File: src/rtl/xs1024p_pkg.sv
// Shared types and constants for the xorshift1024+ generator.
// Used by the controller, datapath, register block and top level; no dependencies.
`timescale 1ns / 1ps

package xs1024p_pkg;

  localparam int WORD_W     = 64;
  localparam int WORD_COUNT = 16;
  localparam int POS_W      = $clog2(WORD_COUNT);
  localparam int ADDR_W     = 4;

  // mixing shifts
  localparam int SHIFT_A = 31;
  localparam int SHIFT_B = 11;
  localparam int SHIFT_C = 30;

  // controller to datapath commands
  typedef struct packed {
    logic read;     // capture both state words for a new request
    logic resolve;  // turn raw reads into effective words
    logic reload;   // reseed all sixteen words
    logic commit;   // write the new word, advance, present result
  } ctrl_cmd_t;

  // datapath to controller status
  typedef struct packed {
    logic a_zero;   // current word is zero
    logic out_full; // result register occupied and not taken this cycle
  } dp_status_t;

  // constant seed word for each position
  function automatic logic [WORD_W-1:0] seed_word(input logic [POS_W-1:0] idx);
    logic [WORD_W-1:0] k;
    unique case (idx)
      4'd0:    k = 64'd3176816624292027912;
      4'd1:    k = 64'd5825261852996363023;
      4'd2:    k = 64'd2657966707352449287;
      4'd3:    k = 64'd1350174793163142913;
      4'd4:    k = 64'd3916890652982003621;
      4'd5:    k = 64'd8441565361753670199;
      4'd6:    k = 64'd4048287511883088063;
      4'd7:    k = 64'd7692991216032604145;
      4'd8:    k = 64'd9168990544929416867;
      4'd9:    k = 64'd4210552781383542944;
      4'd10:   k = 64'd1295553278952537540;
      4'd11:   k = 64'd4600491088959978208;
      4'd12:   k = 64'd1426091184381835091;
      4'd13:   k = 64'd2349336915254555439;
      4'd14:   k = 64'd2525507937445642803;
      default: k = 64'd4828313259052508846;
    endcase
    return k;
  endfunction

endpackage

File: src/rtl/xs1024p_ctrl.sv
// Controller state machine sequencing read, resolve, reseed and commit steps.
// Depends on xs1024p_pkg.
`timescale 1ns / 1ps

module xs1024p_ctrl (
  input  logic                    clk,
  input  logic                    rst_n,
  input  logic                    in_valid,
  output logic                    in_ready,
  input  logic                    in_draw,
  input  xs1024p_pkg::dp_status_t status,
  output xs1024p_pkg::ctrl_cmd_t  cmd
);
  import xs1024p_pkg::*;

  localparam logic [1:0] ST_IDLE    = 2'd0;
  localparam logic [1:0] ST_RESOLVE = 2'd1;
  localparam logic [1:0] ST_MIX     = 2'd2;

  logic [1:0] state_r;
  logic [1:0] state_nxt;
  logic       reloaded_r;
  logic       reloaded_nxt;

  assign in_ready = (state_r == ST_IDLE);

  // next state and commands
  always_comb begin
    state_nxt    = state_r;
    reloaded_nxt = reloaded_r;
    cmd          = '0;
    unique case (state_r)
      ST_IDLE: begin
        // drop requests with draw low, start the rest
        if (in_valid && in_draw) begin
          cmd.read  = 1'b1;
          state_nxt = ST_RESOLVE;
        end
      end
      ST_RESOLVE: begin
        cmd.resolve  = 1'b1;
        reloaded_nxt = 1'b0;
        state_nxt    = ST_MIX;
      end
      ST_MIX: begin
        // reseed at most once per request, then wait for a free result slot
        if (status.a_zero && !reloaded_r) begin
          cmd.reload   = 1'b1;
          reloaded_nxt = 1'b1;
        end else if (!status.out_full) begin
          cmd.commit = 1'b1;
          state_nxt  = ST_IDLE;
        end
      end
      default: begin
        state_nxt = ST_IDLE;
      end
    endcase
  end

  always_ff @(posedge clk) begin
    if (!rst_n) begin
      state_r    <= ST_IDLE;
      reloaded_r <= 1'b0;
    end else begin
      state_r    <= state_nxt;
      reloaded_r <= reloaded_nxt;
    end
  end

endmodule

File: config.mk
export PLATFORM = sky130hd
export DESIGN_NAME = xs1024p_ctrl
export DESIGN_NICKNAME = d
export VERILOG_FILES = /design/src/rtl/xs1024p_pkg.sv /design/src/rtl/xs1024p_ctrl.sv
export SDC_FILE = /design/constraint.sdc
export NUM_CORES = 1
export LEC_CHECK = 0
export BUFFER_PORTS_ARGS = -buffer_cell sky130_fd_sc_hd__buf_2
export CAP_MARGIN = 20
export CORE_AREA = 10 10 47 49
export CTS_CLUSTER_DIAMETER = 60
export DETAILED_ROUTE_END_ITERATION = 12
export DIE_AREA = 0 0 57 59
export PLACE_DENSITY = 0.39
export SYNTH_ARGS = -nofsm -noshare
export SYNTH_HDL_FRONTEND = slang
export SYNTH_SLANG_ARGS = --single-unit
File: constraint.sdc
create_clock -name clk -period 1.1 [get_ports clk]
set_clock_uncertainty 0.05 [all_clocks]
set_input_delay 0.11 -clock clk [delete_from_list [all_inputs] [get_ports clk]]
set_output_delay 0.11 -clock clk [all_outputs]
set_load 0.01 [all_outputs]
# Word level (Yosys, flattened, before mapping)
# Cells that the tools add are included.
# Widths: inputs -> output; s select.
# op_classes
n_eq_ne	6
muxes	13
n_reduce_logical	7
# ops
op	count
$mux 2	4
$mux 1	7
$ne 2x2->1 const B	3
$pmux 2 s3	1
$reduce_and 3->1	1
$eq 2x1->1 const B	1
$eq 2x2->1 const B	1
$logic_and 1x1->1	2
$logic_not 2->1	1
$ne 2x1->1 const B	1
$pmux 1 s2	1
$reduce_and 2->1	1
$reduce_bool 2->1	1
$logic_not 1->1	1
# word_totals
out_inout_bits	5
reg_bits	3
inputBits	6

# Depth between registers and ports, before layout
# depth
depth_word	4
mapped_depth	3
mapped_depth_nobuf	3

# Least setup slack after synthesis
# Ideal clock, no wire load.
# synth_path
path_kind	flip-flop to flip-flop
start	register state_r[0]
end	register reloaded_r
setup_ps	118
path_stages_with_launch	4
t_arrival_ps	771
t_required_ps	932
n_path_buf	0
slack_ps	161
path_cell_list	dfxtp_1 -> nor2b_2 -> nand2b_4 -> a21boi_2
# synth_between
elab_chain_len	3
# synth_lines
item	line_no	rtl
start: declaration	xs1024p_ctrl.sv:20	logic [1:0] state_r;
start signal: assignment	xs1024p_ctrl.sv:66	state_r <= state_nxt;
$eq 2x2->1 / $eq 2x1->1 (equally long branches)	xs1024p_ctrl.sv:32	unique case (state_r)
$ne 2x2->1 (no source line) / $reduce_bool 2->1 (equally long branches)	--	
$reduce_and 2->1 (no source line)	--	
end signal: assignment	xs1024p_ctrl.sv:67	reloaded_r <= reloaded_nxt;
end: declaration	xs1024p_ctrl.sv:22	logic reloaded_r;
# Several ways; a longest one is shown, not always the timed one.
# A chain may end at the register's enable or synchronous reset.

==> qor.txt <==
result of the run: complete, but fails checks
failing checks: setup timing
Critical path destination: cmd[1]
DR pass1 iterations: 2
critical path class: flop to primary output
nets: 44
area of the placeable core: 0.00140 mm2
clock tree root driver cell: clkbuf_4
cell area after placement: 239 um2
# hold bufs at CTS: 0
Worst Setup End Kind: primary output
wire length of the first global-routing pass: 786 um
count of clock tree sinks: 3
final clock period utilization by the worst path: 1.07
CP Data Required Time: 0.94 ns
Via density: 3.53
multiplexer fraction of the synthesized cell area: 0
number of input and output port buffers inserted: 10
ranking of synthesized cells by area: dfxtp_1 (37%), nor2b_2 (11%), nand2b_4 (8.5%), and2_1 (7.8%), a21boi_2 (7.0%)
kind of start point of the critical path: flop
initial core utilization: 0.115
type of the worst min-delay path: input pin to flop
post-synthesis cell count: 18
synth unique cells: 12
xor and xnor area share after synthesis: 0
overall track demand over capacity in global routing: 0.0323
row count: 14
area share of fa/ha/maj cells after synthesis: 0
CTS HTree Levels: 1
flip-flop and latch count after synthesis: 3
Fmax: 853 MHz
share of the synthesized area in the top cell type: 0.372
clock period minus final worst setup slack: 1.17 ns
vias: 187
vias in the first global route: 204
worst reg2reg path startpoint: state_r[1]
synthesized area per cell: 8.97 um2
post-synth net total: 24
Top Ports: 11
DR top layer: met4
share of synthesized area occupied by flip-flops and latches: 0.372
final antenna diode count: 0
setup slack, reg-to-reg: 0.18 ns
TritonCTS clock tree: built
source-to-sink clock delay at the later pin of the worst-skew pair: 0.23 ns
Die Outline Area: 0.00336 mm2
largest net degree at the start of global routing: 5
share of final-layout standard cells stronger than drive strength 1: 0.811
Post-DRT Antenna Nets: 0
Iter 0 DRT Violations: 1
total clock buffers created by CTS: 3
areal power density over the cells: 1160 mW/mm2
final estimated routing congestion in global placement: 0.610
final-layout setup total negative slack: -0.112 ns
total power: 379 uW
worst-margin pin slew: 0.0976 ns
main combinational cell family by area after synthesis: simple AND/OR/NAND/NOR gates
synthesis-to-layout area growth: 103%
final global-route overflow total: 0
largest stage delay on the critical path: 0.34 ns
R2R Path End: state_r[1]
Rel. slew slack: 0.935
post-synthesis simple-gate area fraction: 0.473
fin. max-slew vios: 0
Leakage Power: 0.151 nW
number of hold violations in the final report: 0
cells traversed along the worst timing path: nor2b_4 > nand2_2 > nor2_1 > buf_2
total routed wirelength: 474 um
Avg WL per Cell: 8.94 um
IR drop worst, VDD: 0.597 mV
Synth warnings: 0
crit path max-delay cell type: dfxtp_2
clock edge transition at the registers on the reported setup and hold paths: 0.03 ns
number of design rule violations left after detail routing: 0
final std cell area, no fill: 328 um2
Die Wd: 57 um
die height: 59 um
setup repair after global routing missed its margin: true
clock buffer depth: 2
number of maximum-capacitance constraint violations: 0
WL met1: 174 um
metal2 WL: 199 um
critical path data arrival time: 1.01 ns
cell area after synthesis: 161 um2
worst slack, placed: 0.0624 ns
depth of the worst register-to-register path: 5
number of inserted filler cells in the final layout: 166
non-filler instance count after layout: 53
launching instance or port of the critical path: state_r[1]
antenna violations before repair: 0
number of placed cells counting well taps: 45
maximum fanout encountered on the critical timing path: 3
Yosys top cell by area: dfxtp_1
share of the synthesized area in compound gates (AO/OA/AOI/OAI): 0.132
detailed placer's ending HPWL: 352 um
fin worst setup slack: -0.0720 ns
final count of negative-setup-slack endpoints: 3
total length of routed met3 wires: 89 um
layout make-up:
class	instances	area, um2	share of cell area
well taps	16	20.0	0.0611
clock buffers	4	26.3	0.0802
multi-input cells	14	114	0.347
flip-flops and latches	3	63.8	0.195
inverters	1	3.75	0.0115
repair buffers	15	100	0.305
logic make-up after synthesis:
group / Yosys count
AND/OR/NAND/NOR: 11
buffers and inverters: 1
flip-flops: 3
AO/OA/AOI/OAI: 3
layer usage:
metal	GRT usage	vias to the layer above
li1	-	95
met1	0.0271	78
met2	0.0388	12
met3	0.0386	2
met4	0.0302	0
met5	0	-
power by group:
group / switching [mW] / internal (mW) / total (mW)
combinational: 0.0257 / 0.0415 / 0.0672
clock: 0.0567 / 0.136 / 0.193
sequential: 0.00454 / 0.115 / 0.119
cells in the final DEF (no fill, tap or decap), types with 2 or more instances in the layout:
cell type / netlist / layout
buf_2: 0 / 8
and2_1: 2 / 2
buf_6: 0 / 2
buf_4: 0 / 5
clkbuf_4: 0 / 3
nor2b_4: 0 / 2
nand2_1: 3 / 2
dfxtp_2: 0 / 3
synth_stat cells:
cell	instances
a21boi_2	1
a21oi_1	1
and2_1	2
and3_4	1
dfxtp_1	3
inv_1	1
nand2_1	3
nand2b_4	1
nor2_1	1
nor2_2	1
nor2b_2	2
o21ai_1	1
state kept, by name (all words and copies together) (netlist names):
signal,cells
reloaded_r,1
state_r,2
worst max-delay path: cells and delay by family (launching register included):
| family | cells | cell delay [ns] |
|---|---|---|
| buffers and inverters | 1 | 0.13 |
| AND/OR/NAND/NOR | 3 | 0.31 |
| flip-flops | 1 | 0.34 |
metrics by stage:
step           hold WS, ns   util
2_1_floorplan        0.175      -
3_3_place_gp         0.313  0.171
3_5_place_dp         0.315  0.171
4_1_cts             0.0774  0.229
5_1_grt             0.0980  0.234
6_report            0.0780  0.234
worst min-delay path by stage:
| stage | from | endpoint | slack, ns | cells after the start |
|---|---|---|---|---|
| after detailed placement | rst_n | state_r[0] | 0.31 | 2 |
| after floorplan | rst_n | state_r[1] | 0.17 | 2 |
| after global routing | status[1] | reloaded_r | 0.1 | 3 |
| after CTS | rst_n | state_r[0] | 0.08 | 2 |
| after global placement | rst_n | state_r[0] | 0.31 | 2 |
| final | rst_n | state_r[1] | 0.08 | 3 |
repair_timing:
| item | CTS | global route |
|---|---|---|
| setup buffers | 3 | 1 |
| resized for setup | 10 | 0 |
| hold endpoints to repair | 0 | 0 |
| pin swaps | 1 | 0 |
| setup endpoints to repair | 4 | 4 |
No activity file was read; power rests on OpenSTA's default activity.
