--- config.mk ---
export PLATFORM = sky130hd
export DESIGN_NAME = xs1024p_regs
export DESIGN_NICKNAME = d
export VERILOG_FILES = /design/src/rtl/xs1024p_pkg.sv /design/src/rtl/xs1024p_regs.sv
export SDC_FILE = /design/constraint.sdc
export NUM_CORES = 1
export LEC_CHECK = 0
export ABC_AREA = 1
export ABC_CLOCK_PERIOD_IN_PS = 1600
export BUFFER_PORTS_ARGS = -buffer_cell sky130_fd_sc_hd__buf_2
export CAP_MARGIN = 15
export CORE_ASPECT_RATIO = 0.8
export CORE_MARGIN = 2
export CORE_UTILIZATION = 47
export DETAILED_ROUTE_END_ITERATION = 6
export PLACE_DENSITY = 0.95
export SLEW_MARGIN = 20
export SYNTH_ARGS = -nofsm -noshare
export SYNTH_HDL_FRONTEND = slang
export SYNTH_SLANG_ARGS = --single-unit
--- constraint.sdc ---
create_clock -name clk -period 1.6 [get_ports clk]
set_input_delay 0.16 -clock clk [delete_from_list [all_inputs] [get_ports clk]]
set_output_delay 0.16 -clock clk [all_outputs]
set_load 0.02 [all_outputs]
--- src/rtl/xs1024p_pkg.sv ---
// Shared types and constants for the xorshift1024+ generator.
// Used by the controller, datapath, register block and top level; no dependencies.
`timescale 1ns / 1ps

package xs1024p_pkg;

  localparam int WORD_W     = 64;
  localparam int WORD_COUNT = 16;
  localparam int POS_W      = $clog2(WORD_COUNT);
  localparam int ADDR_W     = 4;

  // mixing shifts
  localparam int SHIFT_A = 31;
  localparam int SHIFT_B = 11;
  localparam int SHIFT_C = 30;

  // controller to datapath commands
  typedef struct packed {
    logic read;     // capture both state words for a new request
    logic resolve;  // turn raw reads into effective words
    logic reload;   // reseed all sixteen words
    logic commit;   // write the new word, advance, present result
  } ctrl_cmd_t;

  // datapath to controller status
  typedef struct packed {
    logic a_zero;   // current word is zero
    logic out_full; // result register occupied and not taken this cycle
  } dp_status_t;

  // constant seed word for each position
  function automatic logic [WORD_W-1:0] seed_word(input logic [POS_W-1:0] idx);
    logic [WORD_W-1:0] k;
    unique case (idx)
      4'd0:    k = 64'd3176816624292027912;
      4'd1:    k = 64'd5825261852996363023;
      4'd2:    k = 64'd2657966707352449287;
      4'd3:    k = 64'd1350174793163142913;
      4'd4:    k = 64'd3916890652982003621;
      4'd5:    k = 64'd8441565361753670199;
      4'd6:    k = 64'd4048287511883088063;
      4'd7:    k = 64'd7692991216032604145;
      4'd8:    k = 64'd9168990544929416867;
      4'd9:    k = 64'd4210552781383542944;
      4'd10:   k = 64'd1295553278952537540;
      4'd11:   k = 64'd4600491088959978208;
      4'd12:   k = 64'd1426091184381835091;
      4'd13:   k = 64'd2349336915254555439;
      4'd14:   k = 64'd2525507937445642803;
      default: k = 64'd4828313259052508846;
    endcase
    return k;
  endfunction

endpackage

--- src/rtl/xs1024p_regs.sv ---
// APB-style configuration register block holding the seed offset.
// Depends on xs1024p_pkg.
`timescale 1ns / 1ps

module xs1024p_regs (
  input  logic                            clk,
  input  logic                            rst_n,
  input  logic                            psel,
  input  logic                            penable,
  input  logic                            pwrite,
  input  logic [xs1024p_pkg::ADDR_W-1:0]  paddr,
  input  logic [xs1024p_pkg::WORD_W-1:0]  pwdata,
  output logic [xs1024p_pkg::WORD_W-1:0]  prdata,
  output logic                            pready,
  output logic [xs1024p_pkg::WORD_W-1:0]  seed_offset
);
  import xs1024p_pkg::*;

  logic [WORD_W-1:0] seed_offset_r;
  logic [WORD_W-1:0] seed_offset_nxt;
  logic              hit;
  logic              wr_en;

  // decode: the single register answers at byte addresses 0 to 7 (paddr[3] low)
  assign hit    = (paddr[ADDR_W-1] == 1'b0);
  assign pready = 1'b1;
  assign wr_en  = psel && penable && pwrite && pready && hit;

  // update on a completed write access
  always_comb begin
    seed_offset_nxt = seed_offset_r;
    if (wr_en) begin
      seed_offset_nxt = pwdata;
    end
  end

  always_ff @(posedge clk) begin
    if (!rst_n) begin
      seed_offset_r <= '0;
    end else begin
      seed_offset_r <= seed_offset_nxt;
    end
  end

  // read back
  assign prdata      = hit ? seed_offset_r : '0;
  assign seed_offset = seed_offset_r;

endmodule

Yosys cells after proc, flatten, opt, wreduce, memory -nomap -nowiden
Index checks and enable logic that the tools add are counted.

word-level totals
  bits in registers = 64
  latch bits = 0
  memory bits (writable) = 0
  ROM bits = 0
  output and inout bits = 129
  memories = 0

operators by class
  add/subtract/negate cells = 0
  $mul = 0
  divide/modulo/power cells = 0
  magnitude comparators = 0
  equal/unequal tests = 0
  shift-type cells = 0
  multiplexer cells = 1
  bitwise logic cells = 1
  reduce and logical (&&, ||, !) cells = 3

operators by type and width
  kind                count
  two-way mux 64 bit  1
  logical AND 1 bit   3
  NOT 1 bit           1

Logic depth before layout (Yosys ltp)
Gate-level depths: netlist of the first run.

  word-level depth = 3
  depth in mapped cells = 6

Least setup slack after synthesis of the first run
No wires, ideal clock.

  kind = register to output
  start point = reg seed_offset_r[0] (netlist: seed_offset[0])
  end point = out prdata[0] (netlist bit)
  arrival time = 782 ps
  slack = 658 ps
  stages on the path, launching flop included = 3
  cells stage by stage = dfxtp_1 > inv_1 > nor2_1

on the way
  word-level cells in the longest chain between the ends = 1

RTL lines
  element                   line                RTL
  start: declaration        xs1024p_regs.sv:19  logic [WORD_W-1:0] seed_offset_r;
  start signal: assignment  xs1024p_regs.sv:41  seed_offset_r <= seed_offset_nxt;
  two-way mux 64 bit        xs1024p_regs.sv:46  assign prdata = hit ? seed_offset_r : '0;
  end: declaration          xs1024p_regs.sv:13  output logic [xs1024p_pkg::WORD_W-1:0] prdata,

No other way between the ends.

Worst setup path in the final report of the first run
  start point = in paddr[3] (netlist bit)
  end point = out prdata[25] (netlist bit)

on the way
  word-level cells in the longest chain between the ends = 1

RTL lines
  element             line                RTL
  start: declaration  xs1024p_regs.sv:11  input logic [xs1024p_pkg::ADDR_W-1:0] paddr,
  two-way mux 64 bit  xs1024p_regs.sv:46

No other way between the ends.

==> results of run 1 <==
-- logic make-up (layout without fill, tap and decap cells) --
logic type	Yosys count	after routing	synth area share, %
flip-flops	64	64	38.40
AND/OR/NAND/NOR	324	324	39.71
other	1	1	0.1124
buffers and inverters	164	352	21.78
-- routing by layer --
metal,share of wire (%),track usage [%],routed length (um),vias to the layer above
li1,-,-,-,1933
met1,40,23.32,3455,1574
met2,50,40.07,4257,154
met3,8.2,5.282,698,12
met4,1.6,7.945,133,0
met5,0,0,0,-
-- stage by stage --
stage | power [mW] | cells | area, sq um | util, %
final | 3.405 | 828 | 4456 | 64.65
after detailed placement | 2.336 | 813 | 4302 | 62.42
after CTS | 3.447 | 828 | 4456 | 64.65
after global routing | 3.597 | 828 | 4456 | 64.65
after global placement | 2.321 | 813 | 4302 | 62.42
after floorplan | 2.129 | 553 | 3337 | -
-- layout by cell type (no fill, tap or decap), drive strengths merged --
cell and instances:
clkinvlp 1, nor2 194, clkinv 3, conb 1, clkbuf 11, dfxtp 64
buf 206, nand2 66, nand3 64, inv 131
-- area by class of cell --
class	instances	area (sq um)	area share (%)
clock buffer	11	131.4	2.949
clock inverter	4	22.52	0.5055
inverter	131	491.7	11.04
multi-input combinational	325	1329	29.82
sequential	64	1281	28.76
tap	87	108.9	2.443
timing repair buffer	206	1091	24.49
-- cells in the mapped netlist --
| cell type | instances |
|---|---|
| buf_6 | 12 |
| buf_4 | 1 |
| inv_2 | 2 |
| conb_1 | 1 |
| dfxtp_1 | 64 |
| nand2_1 | 64 |
| nand3_1 | 64 |
| inv_1 | 129 |
| buf_1 | 6 |
| buf_2 | 14 |
| nor2_8 | 1 |
| nor2_1 | 192 |
| nor2_4 | 1 |
| nand2_2 | 2 |
-- power groups by stage --
| stage | Sequential (mW) | Clock [mW] | Combinational [mW] |
|---|---|---|---|
| floorplan | 1.79 | 0 | 0.340 |
| global placement | 1.72 | 0 | 0.596 |
| detailed placement | 1.73 | 0 | 0.607 |
| CTS | 1.69 | 1.14 | 0.609 |
| global route | 1.70 | 1.22 | 0.676 |
| finish | 1.69 | 1.11 | 0.605 |
-- critical path: cells and delay by family --
kind / cells / cell delay, ns
AND/OR/NAND/NOR: 1 / 0.12
buffers and inverters: 3 / 0.80
-- how the worst max path moves through the flow --
stage	end	slack, ns	cells past startpoint
after floorplan	prdata[0]	0.66	2
after global placement	prdata[1]	0.33	4
after detailed placement	prdata[22]	0.31	4
after CTS	prdata[22]	0.29	4
after global routing	prdata[46]	0.21	4
final	prdata[25]	0.28	4
==> results.py, run 1 <==
metrics = {
    "outcome": {
        "status": "finished, final reports clean",
    },
    "power": {
        "switching_share_pct": 28.94,
        "p_per_area_nw_per_um2": 764.1,
        "clockPowerShare_pct": 32.5,
        "seq_power_share_pct": 49.7,
        "ir_drop_mv": 0.4689,
        "intPower_mw": 2.419,
        "leakage_nw": 2.637,
        "p_sw_mw": 0.9852,
        "comb_power_share_pct": 17.8,
    },
    "worst_setup_path": {
        "required_ns": 1.44,
        "worstSetupPathType": "in -> out",
        "path_common_cell": "buf_2",
        "cp_data_arrival_time_ns": 1.16,
        "crit_slowest_cell": "buf_4",
        "crit_path_start": "paddr[3]",
        "r2r_cells": 2,
        "start_kind": "input pin",
        "cpPeakStageDelay_ns": 0.49,
        "cp_cell_sequence": "buf_2 -> buf_4 -> nor2_1 -> buf_2",
        "r2r_slack_ns": 0.98,
        "rr_startpoint": "seed_offset[31]",
        "r2r_end": "seed_offset[31]",
        "crit_fanout": 64,
        "endpoint_kind": "output port",
    },
    "floorplanning": {
        "start_util_pct": 48.42,
        "die-height_um": 79.37,
        "fp.coreArea_sq_um": 6892,
        "die_area_sq_um": 7794,
        "ioPinCount": 202,
        "fp.dieW_um": 98.21,
        "rows": 27,
    },
    "placement": {
        "dp_hpwl_um": 6301,
        "pre_cts_ws_ns": 0.3058,
        "portBuffers": 197,
        "gp_congestion": 0.7994,
    },
    "clock_tree": {
        "tritoncts": "done",
        "hold_buffers": 0,
        "cts_buffers": 9,
        "cts_resized": 0,
        "cts-root-buf": "clkbuf_8",
        "clkTransAtPathRegs_ns": 0.06,
        "cts_max_path_buffers": 2,
        "clkSinkCount": 64,
        "clk-insertion-delay-late_ns": 0.32,
        "post_cts_buffers": 0,
        "cts_max_level": 3,
    },
    "layout": {
        "largest_register_ff_count": 64,
        "drive_above_1_share_pct": 30.36,
        "area_growth_syn_to_layout_pct": 33.52,
        "insertedDiodeCount": 0,
        "fillCellCount": 649,
        "final_nets": 810,
    },
    "yosys": {
        "syn_avg_cell_area_sq_um": 6.034,
        "yosysTopAreaCell": "dfxtp_1",
        "netlist_area_sq_um": 3337,
        "syn_nets": 626,
        "synth_top_area_share_pct": 38.40,
        "yosysSeqAreaShare_pct": 38.40,
        "synth_cells": 553,
        "yosys.cell_types.count": 14,
        "ys_ff_latch": 64,
        "yosys_warnings": 0,
        "synthTopCellsByArea": "dfxtp_1 (38%), nor2_1 (22%), inv_1 (15%), nand3_1 (9.6%), nand2_1 (7.2%)",
    },
    "sta": {
        "drv_slew": 0,
        "holdWs_ns": 0.1466,
        "period_share_pct": 82.24,
        "tns_ns": 0,
        "fmax_ghz": 0.7599,
        "rsz0062_at_grt": "no",
        "final-hold-violation-count": 0,
        "fin_ws_ns": 0.2841,
        "setup_violations": 0,
        "slew_headroom_pct": 58.97,
        "worst_pin_slew_ns": 0.6155,
        "min_period_ns": 1.316,
        "fin_skew_ns": 0,
    },
    "worst_hold_path": {
        "min_path_cells": 5,
        "hold_path.class": "in -> reg",
        "hold_start": "pwdata[49]",
        "hold_path_end": "seed_offset[49]",
    },
    "routing": {
        "via_per_inst": 4.436,
        "drtIter0Drc": 108,
        "dr.pass1.iters": 5,
        "routedWlPerCell_um": 10.32,
        "ant_nets": 0,
        "vias": 3673,
        "drc": 0,
        "wirelength_um": 8545,
    },
    "grt": {
        "grt_pass1_wl_um": 13630,
        "grt_pass1_vias": 3160,
        "gr-usage-all-layers_pct": 21.32,
        "grt_max_degree": 65,
        "grt_overflow": 0,
        "antenna_found_initial": 0,
    },
    "job": {
        "drv_cap": 0,
    },
}
Power figures use the tool's default switching activity.
==> run 2: changes to the inputs <==
ABC_CLOCK_PERIOD_IN_PS = 1100   (was 1600)
CORE_UTILIZATION = 39   (was 47)
PLACE_DENSITY = 0.85   (was 0.95)
clock period = 1.1 ns   (was 1.6 ns; I/O delays follow)
==> run 2 against run 1 <==
Clock-buffer cell count unchanged. Global-route usage is 3.5 points lower. Total power increased by 60%. Largest power group unchanged. Sequential power rose by 47%. Largest cell class is now non-clock buffers. First-iteration DRC count is 5.6% lower. Via count is 0.27% lower.
==> results.py, run 2 (synthesis gave the netlist of run 1 again) <==
metrics = {
    "outcome": {
        "status": "finished, final reports clean",
    },
    "sta": {
        "fin_ws_ns": 0.01015,
        "drv_slew": 0,
        "final-hold-violation-count": 0,
        "period_share_pct": 99.08,
        "tns_ns": 0,
        "min_period_ns": 1.090,
        "fin_skew_ns": 0,
        "rsz0062_at_grt": "yes",
        "setup_violations": 0,
        "fmax_ghz": 0.9176,
    },
    "worst_setup_path": {
        "crit_fanout": 3,
        "r2r_slack_ns": 0.35,
        "worstSetupPathType": "reg -> out",
        "endpoint_kind": "output port",
        "crit_path_start": "seed_offset[29]",
        "r2r_cells": 3,
        "r2r_end": "seed_offset[10]",
        "start_kind": "flip-flop",
        "cp_data_arrival_time_ns": 0.98,
        "required_ns": 0.99,
        "path_delay_family": "flip-flops",
        "critPathBufInv": 2,
        "rr_startpoint": "seed_offset[10]",
        "cpPeakStageDelay_ns": 0.35,
        "cp_cell_sequence": "inv_2 -> nor2_2 -> buf_6",
        "crit_slowest_cell": "dfxtp_2",
    },
    "routing": {
        "drtIter0Drc": 102,
        "wirelength_um": 9106,
        "ant_nets": 0,
        "via_per_inst": 4.269,
        "drc": 0,
        "vias": 3663,
        "routedWlPerCell_um": 10.61,
        "dr.pass1.iters": 4,
    },
    "layout": {
        "insertedDiodeCount": 0,
        "final_cell_mix": "nor2_1 (172), buf_2 (134), inv_1 (93), nand3_1 (64), nand2_1 (64)",
        "final_nets": 816,
        "area_growth_syn_to_layout_pct": 49.64,
        "multi_input_area_sq_um": 1394,
        "final_common_cell": "nor2_1",
        "drive_above_1_share_pct": 47.05,
        "largest_register_ff_count": 64,
        "fillCellCount": 793,
        "seq_area_sq_um": 1360,
    },
    "power": {
        "clockPowerShare_pct": 36.3,
        "ir_drop_mv": 0.5648,
        "p_sw_mw": 1.493,
        "switching_share_pct": 27.39,
        "p_per_area_nw_per_um2": 1091,
        "intPower_mw": 3.957,
        "comb_power_share_pct": 18.1,
        "seq_power_share_pct": 45.6,
        "leakage_nw": 2.735,
    },
    "grt": {
        "grt_pass1_vias": 2970,
        "grt_max_degree": 65,
        "grt_overflow": 0,
        "gr-usage-all-layers_pct": 17.79,
        "antenna_found_initial": 0,
        "grt_pass1_wl_um": 13230,
    },
    "clock_tree": {
        "cts-root-buf": "clkbuf_8",
        "cts_max_path_buffers": 2,
        "tritoncts": "done",
        "cts_max_level": 3,
        "hold_buffers": 0,
        "clk-insertion-delay-late_ns": 0.32,
        "cts_buffers": 9,
        "clkSinkCount": 64,
        "clkTransAtPathRegs_ns": 0.07,
    },
    "placement": {
        "gp_congestion": 0.7712,
        "pre_cts_ws_ns": 0.1143,
        "dp_hpwl_um": 6213,
        "portBuffers": 197,
    },
    "floorplanning": {
        "rows": 30,
        "die_area_sq_um": 9317,
        "ioPinCount": 202,
        "die-height_um": 86.74,
        "fp.coreArea_sq_um": 8408,
        "start_util_pct": 39.69,
        "fp.dieW_um": 107.4,
    },
    "job": {
        "drv_cap": 0,
    },
    "worst_hold_path": {
        "hold_path.class": "in -> reg",
        "hold_path_end": "seed_offset[3]",
        "hold_start": "pwdata[3]",
        "min_path_cells": 5,
    },
}
-- run 2: cell types whose count changed in the layout (fill, tap and decap cells not counted), sizes merged --
| cell | previous run | this run |
|---|---|---|
| bufinv | 0 | 1 |
| clkinv | 3 | 1 |
| buf | 206 | 212 |
-- run 2: how the worst max path moves through the flow --
| stage | end | slack [ns] | depth (start not counted) |
|---|---|---|---|
| final | prdata[29] | 0.01 | 3 |
| after global routing | prdata[27] | -0.05 | 3 |
| after CTS | prdata[61] | 0.001 | 3 |
| after detailed placement | seed_offset[13] | 0.11 | 7 |
| after global placement | seed_offset[7] | 0.13 | 6 |
| after floorplan | prdata[0] | 0.21 | 2 |
-- run 2: repair_timing --
action	in CTS	in global routing
pin swaps	0	17
endpoints found under the hold margin	0	0
buffers inserted	0	5
resized for setup	43	154
endpoints found under the setup margin	27	64
-- run 2: final cells by class --
class                           count  share of cell area, %
Inverter                          131                  9.847
Multi-Input combinational cell    325                  27.91
Clock buffer                       11                  3.032
Timing Repair Buffer              212                  28.31
Clock inverter                      3                 0.8519
Sequential cell                    64                  27.24
Tap cell                          112                  2.806
-- run 2: metal layers --
metal | global-route usage, % | vias to the layer above | share of wire (%)
met5 | 0 | - | 0
met4 | 6.527 | 0 | 2.0
met3 | 5.188 | 15 | 6.5
met2 | 32.28 | 128 | 50
met1 | 19.85 | 1579 | 41
li1 | - | 1941 | -
-- run 2: tightest hold or removal path, cell delays in order --
cell	delay, ns
buf_2	0.07
inv_1	0.03
nand3_1	0.06
nand2_1	0.04
nor2_1	0.06
-- run 2: metrics by stage --
step	area [sq um]	cells	total power [mW]	util, %	hold slack (ns)
4_1_cts	4684	853	5.457	55.71	0.07434
3_3_place_gp	4415	839	3.415	52.51	0.4188
2_1_floorplan	3337	553	3.097	-	0.3290
5_1_grt	4994	858	5.758	59.39	0.08152
3_5_place_dp	4415	839	3.431	52.51	0.4240
6_report	4994	858	5.449	59.39	0.08972
-- run 2: power by group through the flow --
stage | logic [mW] | clock network (mW) | registers, mW
finish | 0.987 | 1.98 | 2.48
global route | 1.09 | 2.18 | 2.49
CTS | 0.928 | 2.06 | 2.47
detailed placement | 0.918 | 0 | 2.51
global placement | 0.906 | 0 | 2.51
floorplan | 0.494 | 0 | 2.60
==> run 3: changes to the inputs <==
ABC_AREA = not set   (was 1)
CORE_UTILIZATION = 38   (was 39)
PLACE_DENSITY = 0.86   (was 0.85)
==> run 3 against run 2 <==
The flow now finishes with violations (setup timing). Flip-flop and latch count stayed put. Setup slack worse by 0.021 ns. Routed wire length is 2.6% lower. Area after synthesis is 8.9% lower. Non-clock buffer count is 1 higher. Die area is 6.3% lower. Sequential share of layout area is 1.3 points higher. Final area is 4.4% lower. Worst hold slack worse by 0.076 ns. Critical path depth is 1 lower. Largest power group unchanged. Highest routed layer unchanged.
==> results.py, run 3 <==
metrics = {
    "outcome": {
        "status": "finished, violations left",
        "violations": "setup timing",
    },
    "yosys": {
        "synth_cells": 351,
        "yosys_most_used_dff": "dfxtp_1",
        "synth_most_common_cell": "nand2_1",
        "yosys_warnings": 0,
        "yosys-top-cells-count": "nand2_1 (128), dfxtp_1 (64), mux2i_1 (64), nor2b_1 (64), clkbuf_1 (16)",
        "synthTopCellsByArea": "dfxtp_1 (42%), mux2i_1 (21%), nand2_1 (16%), nor2b_1 (13%), buf_12 (4.0%)",
        "synth_top_area_share_pct": 42.16,
        "syn_avg_cell_area_sq_um": 8.659,
        "yosysTopAreaCell": "dfxtp_1",
        "syn_nets": 424,
        "async_flop_share_pct": 0,
        "yosys.cell_types.count": 12,
        "yosysSeqAreaShare_pct": 42.16,
        "synth_edf_count": 0,
        "ys_ff_latch": 64,
        "netlist_area_sq_um": 3039,
    },
    "layout": {
        "final_nets": 619,
        "largest_register_ff_count": 64,
        "final_common_cell": "buf_2",
        "finalNonFillerCells": 659,
        "drive_above_1_share_pct": 57.89,
        "area_growth_syn_to_layout_pct": 57.06,
        "insertedDiodeCount": 0,
        "final_cell_mix": "buf_2 (133), nand2_1 (128), mux2i_1 (64), dfxtp_2 (63), buf_4 (42)",
    },
    "power": {
        "ir_drop_mv": 0.6640,
        "finalPower_mw": 5.111,
        "leakage_nw": 2.242,
        "p_per_area_nw_per_um2": 1071,
    },
    "sta": {
        "period_share_pct": 101.0,
        "final-hold-violation-count": 0,
        "drv_slew": 0,
        "rsz0062_at_grt": "yes",
        "fin_skew_ns": 0,
        "fin_ws_ns": -0.01071,
        "fmax_ghz": 0.9003,
        "worst_pin_slew_ns": 0.5119,
        "setup_violations": 3,
        "min_period_ns": 1.111,
        "slew_headroom_pct": 65.87,
    },
    "clock_tree": {
        "tritoncts": "done",
        "cts-root-buf": "clkbuf_8",
        "clkTransAtPathRegs_ns": 0.07,
        "clkSinkCount": 64,
        "cts_max_level": 3,
        "clk-insertion-delay-late_ns": 0.33,
        "cts_max_path_buffers": 2,
        "cts_buffers": 9,
    },
    "worst_setup_path": {
        "worstSetupPathType": "reg -> out",
        "cp_data_arrival_time_ns": 1.00,
        "r2r_slack_ns": 0.39,
        "crit_fanout": 3,
        "rr_startpoint": "seed_offset[13]",
        "endpoint_kind": "output port",
        "r2r_end": "seed_offset[13]",
        "start_kind": "flip-flop",
        "required_ns": 0.99,
        "r2r_cells": 3,
    },
    "worst_hold_path": {
        "hold_start": "pwdata[33]",
        "hold_path_end": "seed_offset[33]",
        "hold_path.class": "in -> reg",
        "min_path_cells": 3,
    },
    "routing": {
        "drc": 0,
        "vias": 3026,
        "drtIter0Drc": 109,
        "ant_nets": 0,
        "dr.pass1.iters": 4,
        "routedWlPerCell_um": 13.46,
        "via_per_inst": 4.592,
        "wirelength_um": 8872,
    },
    "placement": {
        "gp_congestion": 0.7683,
        "dp_hpwl_um": 5573,
        "pre_cts_ws_ns": -0.09982,
        "dp_cells": 633,
        "portBuffers": 197,
    },
    "floorplanning": {
        "fp.coreArea_sq_um": 7838,
        "die_area_sq_um": 8734,
        "rows": 29,
        "die-height_um": 83.99,
        "start_util_pct": 38.78,
        "ioPinCount": 202,
        "fp.dieW_um": 104.0,
    },
    "grt": {
        "grt_pass1_vias": 2786,
        "grt_overflow": 0,
        "grt_max_degree": 65,
        "gr-usage-all-layers_pct": 17.98,
        "grt_pass1_wl_um": 12790,
        "antenna_found_initial": 0,
    },
    "job": {
        "drv_cap": 0,
    },
}
run 3: worst max path at each step:
stage / startpoint / endpoint / slack (ns) / depth (start not counted)
finish: seed_offset[54] / prdata[54] / -0.01 / 2
global route: seed_offset[44] / prdata[44] / -0.06 / 2
CTS: seed_offset[7] / prdata[7] / -0.01 / 2
detailed placement: paddr[3] / prdata[7] / -0.1 / 4
global placement: paddr[3] / prdata[7] / -0.04 / 4
floorplan: paddr[3] / seed_offset[0] / 0.18 / 4
run 3: cells by family (layout without fill, tap and decap cells):
kind of cell	after synthesis	after routing	share of synthesized area, %
DFF	64	64	42.16
muxes	64	64	21.08
and+or+nand+nor	193	193	29.31
other	1	1	0.1234
buffers and inverters	29	229	7.328
run 3: final cells by class:
cell class / instances / area, sq um
clock buffer: 13 / 158.9
clock inverter: 3 / 40.04
fill: 672 / 3064
multi-input combinational: 258 / 1627
sequential: 64 / 1360
tap: 108 / 135.1
timing repair buffer: 213 / 1453
run 3: layer usage:
metal  wire, um  track usage [%]  share of wire [%]  vias to the layer above
met2       4675            33.31                 53                      128
met1       3438            19.34                 39                     1390
met3        615            5.699                6.9                       16
met4        143            6.020                1.6                        0
met5          0                0                  0                        -
li1           -                -                  -                     1492
run 3: timing repair:
action / in CTS / in global routing
resized for setup: 66 / 125
endpoints found under the hold margin: 2 / 1
setup buffers: 0 / 7
gates cloned: 0 / 0
endpoints found under the setup margin: 64 / 62
hold buffers: 2 / 1
run 3: worst max-delay path: stages (launching register included):
cell     delay [ns]
dfxtp_2        0.34
nor2b_1        0.17
buf_4          0.17
run 3: power breakdown:
group,internal [mW],switching [mW]
logic,0.300,0.380
registers,2.38,0.0370
clock network,1.17,0.850
run 3: stage by stage:
stage / setup TNS, ns / utilization [%] / hold WS [ns] / area, sq um
after CTS: -0.01530 / 56.31 / 0.0009671 / 4413
after floorplan: 0 / - / 0.2521 / 3039
after global routing: -0.9878 / 60.90 / 0.005723 / 4773
after global placement: -2.030 / 51.69 / 0.3575 / 4051
after detailed placement: -5.083 / 51.69 / 0.3621 / 4051
final: -0.02879 / 60.90 / 0.01359 / 4773
